`src/sv/temb_pkg.sv`:
```
// ----------------------------------------------------------------------------
// temb_pkg
// Shared types, constants and helpers for the theta-method ball step core.
// ----------------------------------------------------------------------------
package temb_pkg;

   localparam int WORD_WIDTH     = 32;
   localparam int FRAC_BITS      = 16;
   localparam int TIME_WIDTH     = 48;
   localparam int ALPHA_WIDTH    = 17;
   localparam int ITER_WIDTH     = 8;
   localparam int ITER_LIMIT_DEF = 255;
   localparam int CSR_ADDR_WIDTH = 3;
   localparam int CSR_DATA_WIDTH = 32;
   localparam int REQ_DATA_WIDTH = 128;
   localparam int RSP_DATA_WIDTH = 192;

   localparam logic [ALPHA_WIDTH-1:0] ALPHA_ONE = 17'h10000;

   typedef logic signed [WORD_WIDTH-1:0] word_type;
   typedef logic signed [WORD_WIDTH+2:0] wide_type;

   localparam word_type WMAX = 32'sh7FFF_FFFF;
   localparam word_type WMIN = 32'sh8000_0000;

   typedef enum logic [CSR_ADDR_WIDTH-1:0] {
      CSR_ALPHA    = 3'd0,
      CSR_DT       = 3'd1,
      CSR_TOL      = 3'd2,
      CSR_MAX_ITER = 3'd3,
      CSR_MAGNUS   = 3'd4,
      CSR_DRAG     = 3'd5,
      CSR_GRAVITY  = 3'd6
   } csr_index_type;

   typedef enum logic [2:0] {
      ST_IDLE,
      ST_MUL,
      ST_WB,
      ST_SQRT,
      ST_CHECK,
      ST_DONE
   } state_type;

   typedef enum logic [3:0] {
      U_TOL,
      U_VX2,
      U_VY2,
      U_FR,
      U_T0,
      U_T1,
      U_T2,
      U_T3,
      U_SA,
      U_SB,
      U_RSQ
   } uop_type;

   typedef enum logic [1:0] {
      C_INIT,
      C_UPD,
      C_RES
   } ctx_type;

   typedef struct packed {
      logic [WORD_WIDTH-1:0] a;
      logic [WORD_WIDTH-1:0] b;
      logic                  neg;
   } mul_req_type;

   function automatic logic [WORD_WIDTH-1:0] mag(input word_type v);
      mag = v[WORD_WIDTH-1] ? (~v + 1'b1) : v;
   endfunction

   function automatic wide_type sx(input word_type v);
      sx = {{3{v[WORD_WIDTH-1]}}, v};
   endfunction

   function automatic word_type sat(input wide_type v);
      if (v > sx(WMAX)) begin
         sat = WMAX;
      end else if (v < sx(WMIN)) begin
         sat = WMIN;
      end else begin
         sat = v[WORD_WIDTH-1:0];
      end
   endfunction

endpackage

```
`src/sv/temb_mul.sv`:
```
// ----------------------------------------------------------------------------
// temb_mul
// Shared magnitude multiplier with registered product and Q16.16 rounding.
// ----------------------------------------------------------------------------
module temb_mul (
   input  logic                                       clock,
   input  temb_pkg::mul_req_type                      req,
   output logic [2*temb_pkg::WORD_WIDTH-1:0]          prod,
   output temb_pkg::word_type                         fix
);
   import temb_pkg::*;

   logic [2*WORD_WIDTH-1:0] prod_ff;
   logic                    neg_ff;
   logic [2*WORD_WIDTH:0]   rnd;
   logic [2*WORD_WIDTH-FRAC_BITS:0] hi;

   always_ff @(posedge clock) begin
      prod_ff <= req.a * req.b;
      neg_ff  <= req.neg;
   end

   assign rnd  = {1'b0, prod_ff} + (65'd1 << (FRAC_BITS - 1));
   assign hi   = rnd[2*WORD_WIDTH:FRAC_BITS];
   assign prod = prod_ff;

   always_comb begin
      if (hi > 49'(WMAX)) begin
         fix = neg_ff ? WMIN : WMAX;
      end else begin
         fix = neg_ff ? -$signed(hi[WORD_WIDTH-1:0]) : $signed(hi[WORD_WIDTH-1:0]);
      end
   end

endmodule

```
`config.mk`:
```
export PLATFORM = sky130hd
export DESIGN_NAME = temb_mul
export DESIGN_NICKNAME = d
export VERILOG_FILES = /design/src/sv/temb_pkg.sv /design/src/sv/temb_mul.sv
export SDC_FILE = /design/constraint.sdc
export NUM_CORES = 2
export LEC_CHECK = 0
export BUFFER_PORTS_ARGS = -buffer_cell sky130_fd_sc_hd__clkbuf_2
export CAP_MARGIN = 25
export CORE_ASPECT_RATIO = 2
export CORE_MARGIN = 5
export CORE_UTILIZATION = 40
export CTS_BUF_LIST = sky130_fd_sc_hd__clkbuf_2 sky130_fd_sc_hd__clkbuf_4 sky130_fd_sc_hd__clkbuf_8
export DETAILED_ROUTE_END_ITERATION = 7
export GPL_TIMING_DRIVEN = 0
export PLACE_DENSITY = 0.67
export SYNTH_ARGS = -nofsm -noshare
export SYNTH_HDL_FRONTEND = slang
export SYNTH_SLANG_ARGS = --single-unit
export TNS_END_PERCENT = 20
```
`constraint.sdc`:
```
create_clock -name clock -period 11.4 [get_ports clock]
set_clock_uncertainty 0.2 [all_clocks]
set_input_delay 0.57 -clock clock [delete_from_list [all_inputs] [get_ports clock]]
set_output_delay 0.57 -clock clock [all_outputs]
set_load 0.01 [all_outputs]
```
======== After elaboration in Yosys (flattened, before gate mapping) ========
Cells that the tools add are included.
operators by class
  multipliers ............................. 1
  add/subtract/negate cells ............... 2
  mux-type cells .......................... 3
  $lt $le $gt $ge ......................... 1
operators by type and width
  cell                      count
  $mux W32                  3
  $add A64 B16 Y65 const B  1
  $mul A32 B32 Y64          1
  $gt A49 B31 Y1 const B    1
  $neg A32 Y32              1
word-level totals
  register bits ........................... 65
  logic and storage cells ................. 9

======== Longest topological paths before layout ========
  depth in word-level cells ............... 4
  mapped depth ............................ 29
  mapped depth without buffers ............ 27

======== Worst setup path before layout ========
OpenSTA, ideal clock, no wires.
  path type ............................... input -> register
  start ................................... input req[44] in the netlist's numbering
  end ..................................... register prod_ff[62], in the netlist prod[62]
  stages .................................. 26
  data arrival time ....................... 7876 ps
  setup slack ............................. 3245 ps
  library setup time ...................... 79 ps
  path buffers ............................ 2
  cells stage by stage .................... clkbuf_1 -> and2_1 -> fa_1 -> fa_1 -> fa_1 -> inv_1 -> fa_1 -> inv_1 -> fa_1 -> inv_1 -> fa_1 -> inv_1 -> fa_1 -> inv_1 -> fa_1 -> inv_1 -> ha_1 -> clkbuf_1 -> nand4_1 -> or4_1 -> nand3_1 -> a31oi_1 -> o21bai_1 -> a211oi_1 -> or4b_2 -> o211ai_1
between the ends
  cells in the longest elaborated chain, start to end .. 1
RTL lines
  element               RTL line        text
  start, declared       temb_mul.sv:7   input temb_pkg::mul_req_type req,
  $mul A32 B32 Y64      temb_mul.sv:19  prod_ff <= req.a * req.b;
  end signal, assigned  temb_mul.sv:19
  end, declared         temb_mul.sv:13  logic [2*WORD_WIDTH-1:0] prod_ff;
Every way passes these cells.

======== Final worst setup path ========
  start ................................... input req[11] in the netlist's numbering
  end ..................................... register prod_ff[54], in the netlist prod[54]
The elaborated chain is that of the path after synthesis.

==> flow_metrics.env <==
export IMPL_ys_ff_latch=65
export IMPL_hold_viol=0
export IMPL_ios=162
export IMPL_hp_start="req[0]"
export IMPL_clock_sinks=65
export IMPL_syn2layout_area_growth_pct=7.29
export IMPL_ys_warnings_count=0
export IMPL_hp_class="in2reg"
export IMPL_dr_pass1_iters=5
export IMPL_synth_seq_area_share_pct=3.48
export IMPL_synth_edff_count=0
export IMPL_wl_per_cell_um=29.0
export IMPL_synth_top_family_by_area="adder cells"
export IMPL_fin_nets=5611
export IMPL_max_freq_mhz=99.8
export IMPL_cp_required_ns=11.43
export IMPL_antenna_found_initial=14
export IMPL_synth_net_count=5429
export IMPL_startpoint="req[11]"
export IMPL_vias=31400
export IMPL_start_util_pct=40.3
export IMPL_core_rowCount=158
export IMPL_critPathArrivalTime_ns=10.05
export IMPL_cap_violations=0
export IMPL_grt_usage_pct=32.7
export IMPL_cts_tree="yes"
export IMPL_ys_types=80
export IMPL_met1Wirelength_um=48100
export IMPL_die_area_mm2=0.100
export IMPL_final_common_cell="inv_1"
export IMPL_grt_pass1_vias=34000
export IMPL_synthCells=4201
export IMPL_path_max_fanout=10
export IMPL_top_layer_used="met5"
export IMPL_grt_max_degree=13
export IMPL_path_clk_slew_ns=0.09
export IMPL_cp_start_kind="input port"
export IMPL_root_buffer="clkbuf_8"
export IMPL_route_met2_wl_um=81500
export IMPL_ctsResizeCount=0
export IMPL_netlist_top_cells_area="fa_1 (48%), and2_1 (10%), inv_1 (9.2%)"
export IMPL_yosys_area_share_xor_xnor_pct=2.25
export IMPL_die_w_um=226
export IMPL_syn_area_mm2=0.0374
export IMPL_min_period_ns=10.02
export IMPL_core_area_mm2=0.0927
export IMPL_synth_top_area_cell="fa_1"
export IMPL_first_iter_violations=2593
export IMPL_setup_worst_path_class="in2reg"
export IMPL_final_cell_mix="inv_1 (917), fa_1 (896), and2_1 (598), nand2_1 (510), ha_1 (266)"
export IMPL_cts_setup_buffers=0
export IMPL_clk_path_buf_depth=2
export IMPL_wl_um=162000
export IMPL_cts_buffers=9
export IMPL_synthAdderAreaFrac_pct=56.9
export IMPL_critPathMaxStageDelay_ns=0.82
export IMPL_synth_top_area_share_pct=48.0
export IMPL_end_kind="flip-flop"
export IMPL_muxShareOfSynthArea_pct=0.489
export IMPL_slowest_stage="clkbuf_1"
export IMPL_synth_compound_area_share_pct=5.50
export IMPL_period_share_pct=87.9
export IMPL_grt_overflow_total=0
export IMPL_viasPerCell=5.60
export IMPL_rsz0062_at_grt="false"
export IMPL_cts_hold_fix_buffers=0
export IMPL_drtAntennaViolNets=0
export IMPL_async_flop_share_pct=0
export IMPL_drc=0
export IMPL_portBuffers=161
export IMPL_slew_viol_final=0
export IMPL_grt_pass1_wl_um=231000
export IMPL_tightest_slew_ns=1.23
export IMPL_h_tree_depth=3
export IMPL_synth_simple_area_share_pct=19.5
export IMPL_cp_common_cell="fa_1"
export IMPL_status="finished clean"
export IMPL_fillers=9266
export IMPL_slew_headroom_pct=18.3
export IMPL_die_y_um=442
export IMPL_drive_above_1_share_pct=5.33
export IMPL_setup_viol=0
export IMPL_gp_congestion=1.05
export IMPL_fin_tns_setup_ns=0
export IMPL_ys_flop_type="dfxtp_1"
export IMPL_route_met3_wl_um=10300
export IMPL_avgSynthCellArea_um2=8.89
export IMPL_dp_hpwl_um=135000
==> per-layer routing <==
layer,GRT usage [%],vias up
met1,32.1,16100
met2,56.7,1634
met3,5.42,694
met4,31.5,2
li1,-,12900
met5,0,-
==> sequential cells by signal, summed over array words and instances (netlist names) <==
register	flops
neg_ff	1
prod	64
==> cells in the mapped netlist, types with 24 or more instances <==
master	instances
xor2_1	31
ha_1	266
a21o_1	45
dfxtp_1	65
nand4_1	33
inv_1	917
xnor2_1	65
and2_1	598
nor3_1	53
a21oi_1	80
fa_1	896
nand3_1	41
clkbuf_1	220
nor2_1	68
nand2_1	510
o21ai_0	36
and3_1	24
==> logic make-up after synthesis <==
group	Yosys count
simple gates	1400
buf+inv	1158
flops	65
mux	18
fa+ha+maj	1162
compound gates	302
xor+xnor	96
==> through the flow <==
stage / hold slack, ns / cell area (um2) / setup slack (ns) / util [%] / cells
2_1_floorplan: 0.398 / 37400 / 3.24 / - / 4201
3_3_place_gp: 0.472 / 39700 / 1.23 / 42.8 / 5562
3_5_place_dp: 0.480 / 39700 / 1.18 / 42.8 / 5564
4_1_cts: 0.0873 / 39900 / 1.58 / 43.1 / 5580
5_1_grt: 0.0845 / 40100 / 1.21 / 43.2 / 5588
6_report: 0.106 / 40100 / 1.38 / 43.2 / 5600
==> final timing paths <==
path / cells after the start / to / slack, ns
min: 1 / neg_ff / 0.11
max: 29 / prod[54] / 1.38
==> critical path: cells and delay by family <==
kind,cells,cell delay [ns]
buf+inv,10,1.80
fa+ha+maj,9,4.48
simple gates,5,1.05
compound gates,5,2.11
==> cell type report <==
class	instances	area (um2)	share of cell area [%]
Inverter	918	3450	8.60
Timing Repair Buffer	171	965	2.41
Antenna cell	12	30.0	0.0749
Buffer	240	972	2.43
Sequential cell	65	1300	3.25
Multi-Input combinational cell	2978	31600	78.9
Clock buffer	10	138	0.343
Clock inverter	6	90.1	0.225
Tap cell	1200	1500	3.75
Power is left out: the tool's default activity adds up to more than one toggle a clock period on the data nets, which glitch-free logic cannot reach.
