<file path="src/sv/temb_pkg.sv">
// ----------------------------------------------------------------------------
// temb_pkg
// Shared types, constants and helpers for the theta-method ball step core.
// ----------------------------------------------------------------------------
package temb_pkg;

   localparam int WORD_WIDTH     = 32;
   localparam int FRAC_BITS      = 16;
   localparam int TIME_WIDTH     = 48;
   localparam int ALPHA_WIDTH    = 17;
   localparam int ITER_WIDTH     = 8;
   localparam int ITER_LIMIT_DEF = 255;
   localparam int CSR_ADDR_WIDTH = 3;
   localparam int CSR_DATA_WIDTH = 32;
   localparam int REQ_DATA_WIDTH = 128;
   localparam int RSP_DATA_WIDTH = 192;

   localparam logic [ALPHA_WIDTH-1:0] ALPHA_ONE = 17'h10000;

   typedef logic signed [WORD_WIDTH-1:0] word_type;
   typedef logic signed [WORD_WIDTH+2:0] wide_type;

   localparam word_type WMAX = 32'sh7FFF_FFFF;
   localparam word_type WMIN = 32'sh8000_0000;

   typedef enum logic [CSR_ADDR_WIDTH-1:0] {
      CSR_ALPHA    = 3'd0,
      CSR_DT       = 3'd1,
      CSR_TOL      = 3'd2,
      CSR_MAX_ITER = 3'd3,
      CSR_MAGNUS   = 3'd4,
      CSR_DRAG     = 3'd5,
      CSR_GRAVITY  = 3'd6
   } csr_index_type;

   typedef enum logic [2:0] {
      ST_IDLE,
      ST_MUL,
      ST_WB,
      ST_SQRT,
      ST_CHECK,
      ST_DONE
   } state_type;

   typedef enum logic [3:0] {
      U_TOL,
      U_VX2,
      U_VY2,
      U_FR,
      U_T0,
      U_T1,
      U_T2,
      U_T3,
      U_SA,
      U_SB,
      U_RSQ
   } uop_type;

   typedef enum logic [1:0] {
      C_INIT,
      C_UPD,
      C_RES
   } ctx_type;

   typedef struct packed {
      logic [WORD_WIDTH-1:0] a;
      logic [WORD_WIDTH-1:0] b;
      logic                  neg;
   } mul_req_type;

   function automatic logic [WORD_WIDTH-1:0] mag(input word_type v);
      mag = v[WORD_WIDTH-1] ? (~v + 1'b1) : v;
   endfunction

   function automatic wide_type sx(input word_type v);
      sx = {{3{v[WORD_WIDTH-1]}}, v};
   endfunction

   function automatic word_type sat(input wide_type v);
      if (v > sx(WMAX)) begin
         sat = WMAX;
      end else if (v < sx(WMIN)) begin
         sat = WMIN;
      end else begin
         sat = v[WORD_WIDTH-1:0];
      end
   endfunction

endpackage

</file>
<file path="src/sv/temb_sqrt.sv">
// ----------------------------------------------------------------------------
// temb_sqrt
// Bit-serial integer square root, one root bit per cycle.
// ----------------------------------------------------------------------------
module temb_sqrt (
   input  logic                                clock,
   input  logic                                reset,
   input  logic                                start,
   input  logic [2*temb_pkg::WORD_WIDTH-1:0]   radicand,
   output logic                                done,
   output logic [temb_pkg::WORD_WIDTH-1:0]     root
);
   import temb_pkg::*;

   logic [2*WORD_WIDTH-1:0] rad_ff, rad_in;
   logic [WORD_WIDTH+2:0]   rem_ff, rem_in, rem_sh, trial;
   logic [WORD_WIDTH-1:0]   root_ff, root_in;
   logic [4:0]              cnt_ff, cnt_in;
   logic                    run_ff, run_in, done_ff, done_in;

   always_ff @(posedge clock) begin
      if (reset) begin
         run_ff  <= 1'b0;
         done_ff <= 1'b0;
      end else begin
         run_ff  <= run_in;
         done_ff <= done_in;
      end
      rad_ff  <= rad_in;
      rem_ff  <= rem_in;
      root_ff <= root_in;
      cnt_ff  <= cnt_in;
   end

   assign rem_sh = {rem_ff[WORD_WIDTH:0], rad_ff[2*WORD_WIDTH-1 -: 2]};
   assign trial  = {1'b0, root_ff, 2'b01};

   always_comb begin
      rad_in  = rad_ff;
      rem_in  = rem_ff;
      root_in = root_ff;
      cnt_in  = cnt_ff;
      run_in  = run_ff;
      done_in = 1'b0;
      if (start) begin
         rad_in  = radicand;
         rem_in  = '0;
         root_in = '0;
         cnt_in  = 5'(WORD_WIDTH - 1);
         run_in  = 1'b1;
      end else if (run_ff) begin
         rad_in = rad_ff << 2;
         if (rem_sh >= trial) begin
            rem_in  = rem_sh - trial;
            root_in = {root_ff[WORD_WIDTH-2:0], 1'b1};
         end else begin
            rem_in  = rem_sh;
            root_in = {root_ff[WORD_WIDTH-2:0], 1'b0};
         end
         cnt_in = cnt_ff - 1'b1;
         if (cnt_ff == '0) begin
            run_in  = 1'b0;
            done_in = 1'b1;
         end
      end
   end

   assign done = done_ff;
   assign root = root_ff;

endmodule

</file>
<file path="config.mk">
export PLATFORM = sky130hd
export DESIGN_NAME = temb_sqrt
export DESIGN_NICKNAME = d
export VERILOG_FILES = /design/src/sv/temb_pkg.sv /design/src/sv/temb_sqrt.sv
export SDC_FILE = /design/constraint.sdc
export NUM_CORES = 1
export LEC_CHECK = 0
export BUFFER_PORTS_ARGS = -buffer_cell sky130_fd_sc_hd__clkbuf_2
export CAP_MARGIN = 10
export CELL_PAD_IN_SITES_DETAIL_PLACEMENT = 2
export CELL_PAD_IN_SITES_GLOBAL_PLACEMENT = 2
export CORE_ASPECT_RATIO = 1.2
export CORE_MARGIN = 2
export CORE_UTILIZATION = 37
export CTS_CLUSTER_SIZE = 40
export DETAILED_ROUTE_END_ITERATION = 12
export HOLD_SLACK_MARGIN = 0.05
export PLACE_DENSITY = 0.82
export SLEW_MARGIN = 20
export SYNTH_ARGS = -nofsm -noshare
export SYNTH_HDL_FRONTEND = slang
export SYNTH_SLANG_ARGS = --single-unit
</file>
<file path="constraint.sdc">
create_clock -name clock -period 3.88 [get_ports clock]
set_input_delay 0.388 -clock clock [delete_from_list [all_inputs] [get_ports clock]]
set_output_delay 0.388 -clock clock [all_outputs]
set_load 0.03 [all_outputs]
</file>
## Yosys cells after proc, flatten, opt, wreduce, memory -nomap -nowiden

Index checks and enable logic that the tools add are counted.

| word-level totals | value |
|---|---|
| output and inout bits | 33 |
| input bits | 67 |
| flip-flop bits (word level) | 136 |

| operators by class | value |
|---|---|
| muxes and demuxes | 8 |
| magnitude comparators | 1 |
| reductions and logical operators | 3 |
| add/sub/neg operators | 2 |
| bitwise operators | 1 |

Operators by type and width:

| kind | number |
|---|---|
| $mux W64 | 2 |
| $ge A35 B34 Y1 | 1 |
| $mux W33 | 1 |
| $sub A33 B33 Y33 | 1 |
| $logic_not A5 Y1 | 1 |
| $mux W1 | 5 |
| $sub A5 B1 Y5 const B | 1 |
| $reduce_or A3 Y1 | 1 |
| $reduce_bool A2 Y1 | 1 |
| $not A1 Y1 | 1 |

## Longest topological paths before layout

| depth | value |
|---|---|
| depth after elaboration | 4 |
| gate-level depth with buffers | 13 |

## Worst setup path before layout

OpenSTA, ideal clock, no wires.

| path | value |
|---|---|
| kind | reg-to-reg |
| start point | reg root_ff[9], in the netlist root[9] |
| end point | reg rem_ff[22] |
| stages on the path, launching flop included | 14 |
| clock period less this slack | 3035 ps |
| path slack | 845 ps |
| path buffers | 3 |
| arrival | 2899 ps |
| required time | 3744 ps |
| cell sequence | dfxtp_1 -> inv_1 -> ha_1 -> buf_4 -> nand4_2 -> or3_1 -> or4_1 -> o221ai_2 -> inv_2 -> o41ai_2 -> buf_8 -> buf_12 -> mux2i_1 -> a211oi_2 |

| between the ends | value |
|---|---|
| cells in the longest elaborated chain, start to end | 2 |
| elaborated cells between the ends (all ways) | 3 |
| classes of those cells | add/sub (1); order compare (1); mux (1) |

Ends and longest elaborated chain:

| element | RTL line | source |
|---|---|---|
| from (decl) | temb_sqrt.sv:17 | `logic [WORD_WIDTH-1:0] root_ff, root_in;` |
| from (signal assigned) | temb_sqrt.sv:31 | `root_ff <= root_in;` |
| $sub A33 B33 Y33 or $ge A35 B34 Y1 (tied branches) | temb_sqrt.sv:54, temb_sqrt.sv:53 |  |
| $mux W33 * | temb_sqrt.sv:53 | `if (rem_sh >= trial) begin` |
| to (signal assigned) | temb_sqrt.sv:30 | `rem_ff <= rem_in;` |
| to (decl) | temb_sqrt.sv:16 | `logic [WORD_WIDTH+2:0] rem_ff, rem_in, rem_sh, trial;` |

Mark *: on every way between the ends. The rest lies on a longest branch, timed or not.
A chain may end at the register's enable or synchronous reset.

## Worst setup path after layout

| path | value |
|---|---|
| start point | reg root_ff[0], in the netlist root[0] |
| end point | reg rem_ff[22] |

Same word-level chain as after synthesis.

==> impl_results.md <==
* Die W at 133.4 um
* DRC violations left at 0
* TritonCTS Sinks at 136
* Initial antenna violation count at 0
* NetSw at 3045 uW
* Slew HR at 0.2990
* Crit path DAT at 3.80 ns
* Die H at 159.2 um
* WS Path Type: reg2reg
* Yosys cell types at 62
* Count of flip-flops with a built-in enable after synthesis at 64
* CP Launch Type: register
* Initial Utilization at 0.3788
* DR pass1 iterations at 5
* Async SR Flop Fraction at 0
* CTS Buf Count at 17
* Count leader, synth: dfxtp_1
* Final hold vios at 0
* All-Layer GR Usage at 0.2150
* Seq/Total Area, Yosys at 0.4526
* Top_reg_cell synth: dfxtp_1
* Syn_area_per_cell at 10.36 um^2
* Via Count at 5,926
* Post-CTS Setup Repair Bufs at 0
* I/O pins at 100
* Share of cells above drive strength 1 at 0.2634
* Setup crit end kind: register
* Post-cts repair resize count at 0
* Clock skew at 0.01051 ns
* Internal power at 4048 uW
* Worst Path Required at 4.16 ns
* Sw frac at 0.4293
* First-pass GRT wire length at 36,160 um
* Worst skew pair latency at 0.43 ns
* Comb pwr share at 0.504
* Final Net Count at 910
* P&R area growth vs syn at 17.97%
* Setup total negative slack at 0 ns
* Htree depth at 4
* Slew Limit Fails at 0
* Antenna cells at 0
* Period utilization at 0.9078
* Vias in the first global route at 6,654
* HPWL reported at the end of detailed placement at 15,590 um
* Delay of the slowest critical-path stage at 0.71 ns
* RePlAce Congestion at 0.8577
* GRT overflow at 0
* Ranking of synthesized cells by area: edfxtp_1 26%, dfxtp_1 19%, mux2_2 9.4%
* Status: completed
* Worst Path Max Fanout at 10
* Detailed Route Iter0 Violations at 164
* Drt total wl at 22,190 um
* Pin count of the biggest net entering global routing at 77
* Post-Syn Nets at 820
* Count of final setup violators at 0
* Cell area power density at 809.2 nW/um^2
* Worst-Margin Slew at 1.050 ns
* CTS Hold Bufs at 0
* Fillers at 2,104
* Post-synth top area cell: edfxtp_1
* Unrepaired setup endpoints after global routing: false
* Number of synthesized register bits at 136
* Clock buffer depth at 2
* Reg power frac at 0.260
* FMAX at 283.9 MHz
* Worst reg2reg setup slack at 0.36 ns
* Via density at 5.482
* YS warnings at 0
* Die Area at 21,240 um^2
* Slowest library cell on the worst path: o41ai_4
* Critical-path cell list: inv_1, ha_1, o21a_1, o22ai_1, and4_4, or3b_1, and3_1, o41ai_4, buf_4, mux2i_1, a211oi_2
* Power Total at 7094 uW
* Row count at 56
* Routed length per instance at 20.52 um
* Worst VDD drop at 0.4029 mV
* CTS tree: done
* Mapped Cells at 717
* # port buffers at 99
* Synth top cells by count: 72 x dfxtp_1, 69 x nor2_1, 64 x edfxtp_1, 62 x mux2_2, 48 x mux2i_1
* Core box area at 19,620 um^2
* CTS Root Cell: clkbuf_16
* Max-cap violation count at 0
* Design area at 8766 um^2
* Min cycle time layout at 3.522 ns
* Post-DRT Antenna Nets at 0
* Placed Instance Area at 8164 um^2
* Hold Crit Class: in2reg
* Leakage dissipation at 0.003584 uW
* Clock power share at 0.236
* Synth top area share at 0.2586
* Worst-path clk slew at 0.07 ns
* Synthesized area at 7431 um^2
==> power by group through the flow <==
stage / registers [uW] / logic, uW / clock network (uW)
4_1_cts: 1850 / 3580 / 1710
5_1_grt: 1870 / 3910 / 1760
3_3_place_gp: 1860 / 3320 / 0
6_report: 1850 / 3580 / 1670
2_1_floorplan: 1820 / 2670 / 0
3_5_place_dp: 1870 / 3500 / 0
==> cell usage in the layout, fill, tap and decap left out, types with 5 or more instances in the layout <==
cell / synthesis / layout
inv_8: 0 / 5
a21o_1: 8 / 8
o21ai_0: 22 / 22
nor2_1: 69 / 68
o21bai_1: 5 / 5
xor2_1: 14 / 14
mux2_2: 62 / 62
nor3_1: 11 / 11
clkbuf_2: 0 / 98
ha_1: 36 / 36
o31ai_1: 8 / 8
mux2i_1: 48 / 48
a31oi_1: 8 / 8
nand2_1: 45 / 45
buf_4: 2 / 11
dfxtp_1: 72 / 71
o21a_1: 5 / 5
clkbuf_16: 0 / 17
nand4_1: 8 / 8
a21oi_1: 33 / 33
nand3_1: 10 / 10
a32oi_1: 7 / 7
inv_6: 0 / 6
edfxtp_1: 64 / 64
nand2b_1: 11 / 11
a211oi_1: 14 / 14
xnor2_1: 19 / 19
inv_1: 42 / 41
==> sequential cells by signal, summed over array words and instances (netlist names) <==
register / count
root: 32
done: 1
run_ff: 1
rem_ff: 33
cnt_ff: 5
rad_ff: 64
==> kinds of logic (layout without fill, tap and decap cells) <==
kind of cell,after synthesis,count (layout),share of synthesized area
AO/OA/AOI/OAI,137,137,0.1258
XOR/XNOR,33,33,0.03890
adder cells (fa/ha/maj),36,36,0.06062
buffers and inverters,81,184,0.04647
flip-flops,136,136,0.4526
multiplexers,110,110,0.1586
AND/OR/NAND/NOR,184,184,0.1170
==> cell type report <==
cell class                 count  area (um^2)  area share
tap                          261        326.6     0.03725
inverter                      43        161.4     0.01841
timing repair buffer         109        573.1     0.06537
clock inverter                15        176.4     0.02013
multi-input combinational    500         3736      0.4262
clock buffer                  17        425.4     0.04853
sequential                   136         3367      0.3841
==> routing by layer <==
| layer | part of all wire | wire (um) | vias up | global-route usage |
|---|---|---|---|---|
| met2 | 0.53 | 11800 | 125 | 0.3953 |
| met5 | 0 | 0 | - | 0 |
| met4 | 0.023 | 517 | 0 | 0.07060 |
| met1 | 0.41 | 9011 | 2975 | 0.2429 |
| met3 | 0.039 | 859 | 39 | 0.05062 |
| li1 | - | - | 2787 | - |
==> worst paths after layout <==
| check | cells after the start | start | endpoint |
|---|---|---|---|
| setup reg to reg | 11 | root[0]$_SDFFE_PP0P_ | rem_ff[22]$_SDFFE_PP0P_ |
| hold reg to reg | 2 | rem_ff[0]$_SDFFE_PP0P_ | rem_ff[0]$_SDFFE_PP0P_ |
| setup / recovery | 11 | root[0]$_SDFFE_PP0P_ | rem_ff[22]$_SDFFE_PP0P_ |
| hold / removal | 2 | reset | done$_SDFF_PP0_ |
==> metrics by stage <==
stage	setup slack (ns)	cells	util	hold slack, ns
global placement	0.4745	1049	0.4161	0.4732
detailed placement	0.3248	1049	0.4161	0.4868
CTS	0.3053	1081	0.4468	0.1296
finish	0.3577	1081	0.4468	0.1422
global route	0.1109	1081	0.4468	0.1418
floorplan	0.8451	717	-	0.4501
==> critical path, delay by kind of cell (launching register included) <==
family	cells	cell delay, ns
buf+inv	2	0.41
simple gates	3	0.86
flops	1	0.38
compound gates	4	1.13
mux	1	0.24
fa+ha+maj	1	0.35
Power figures use the tool's default switching activity.
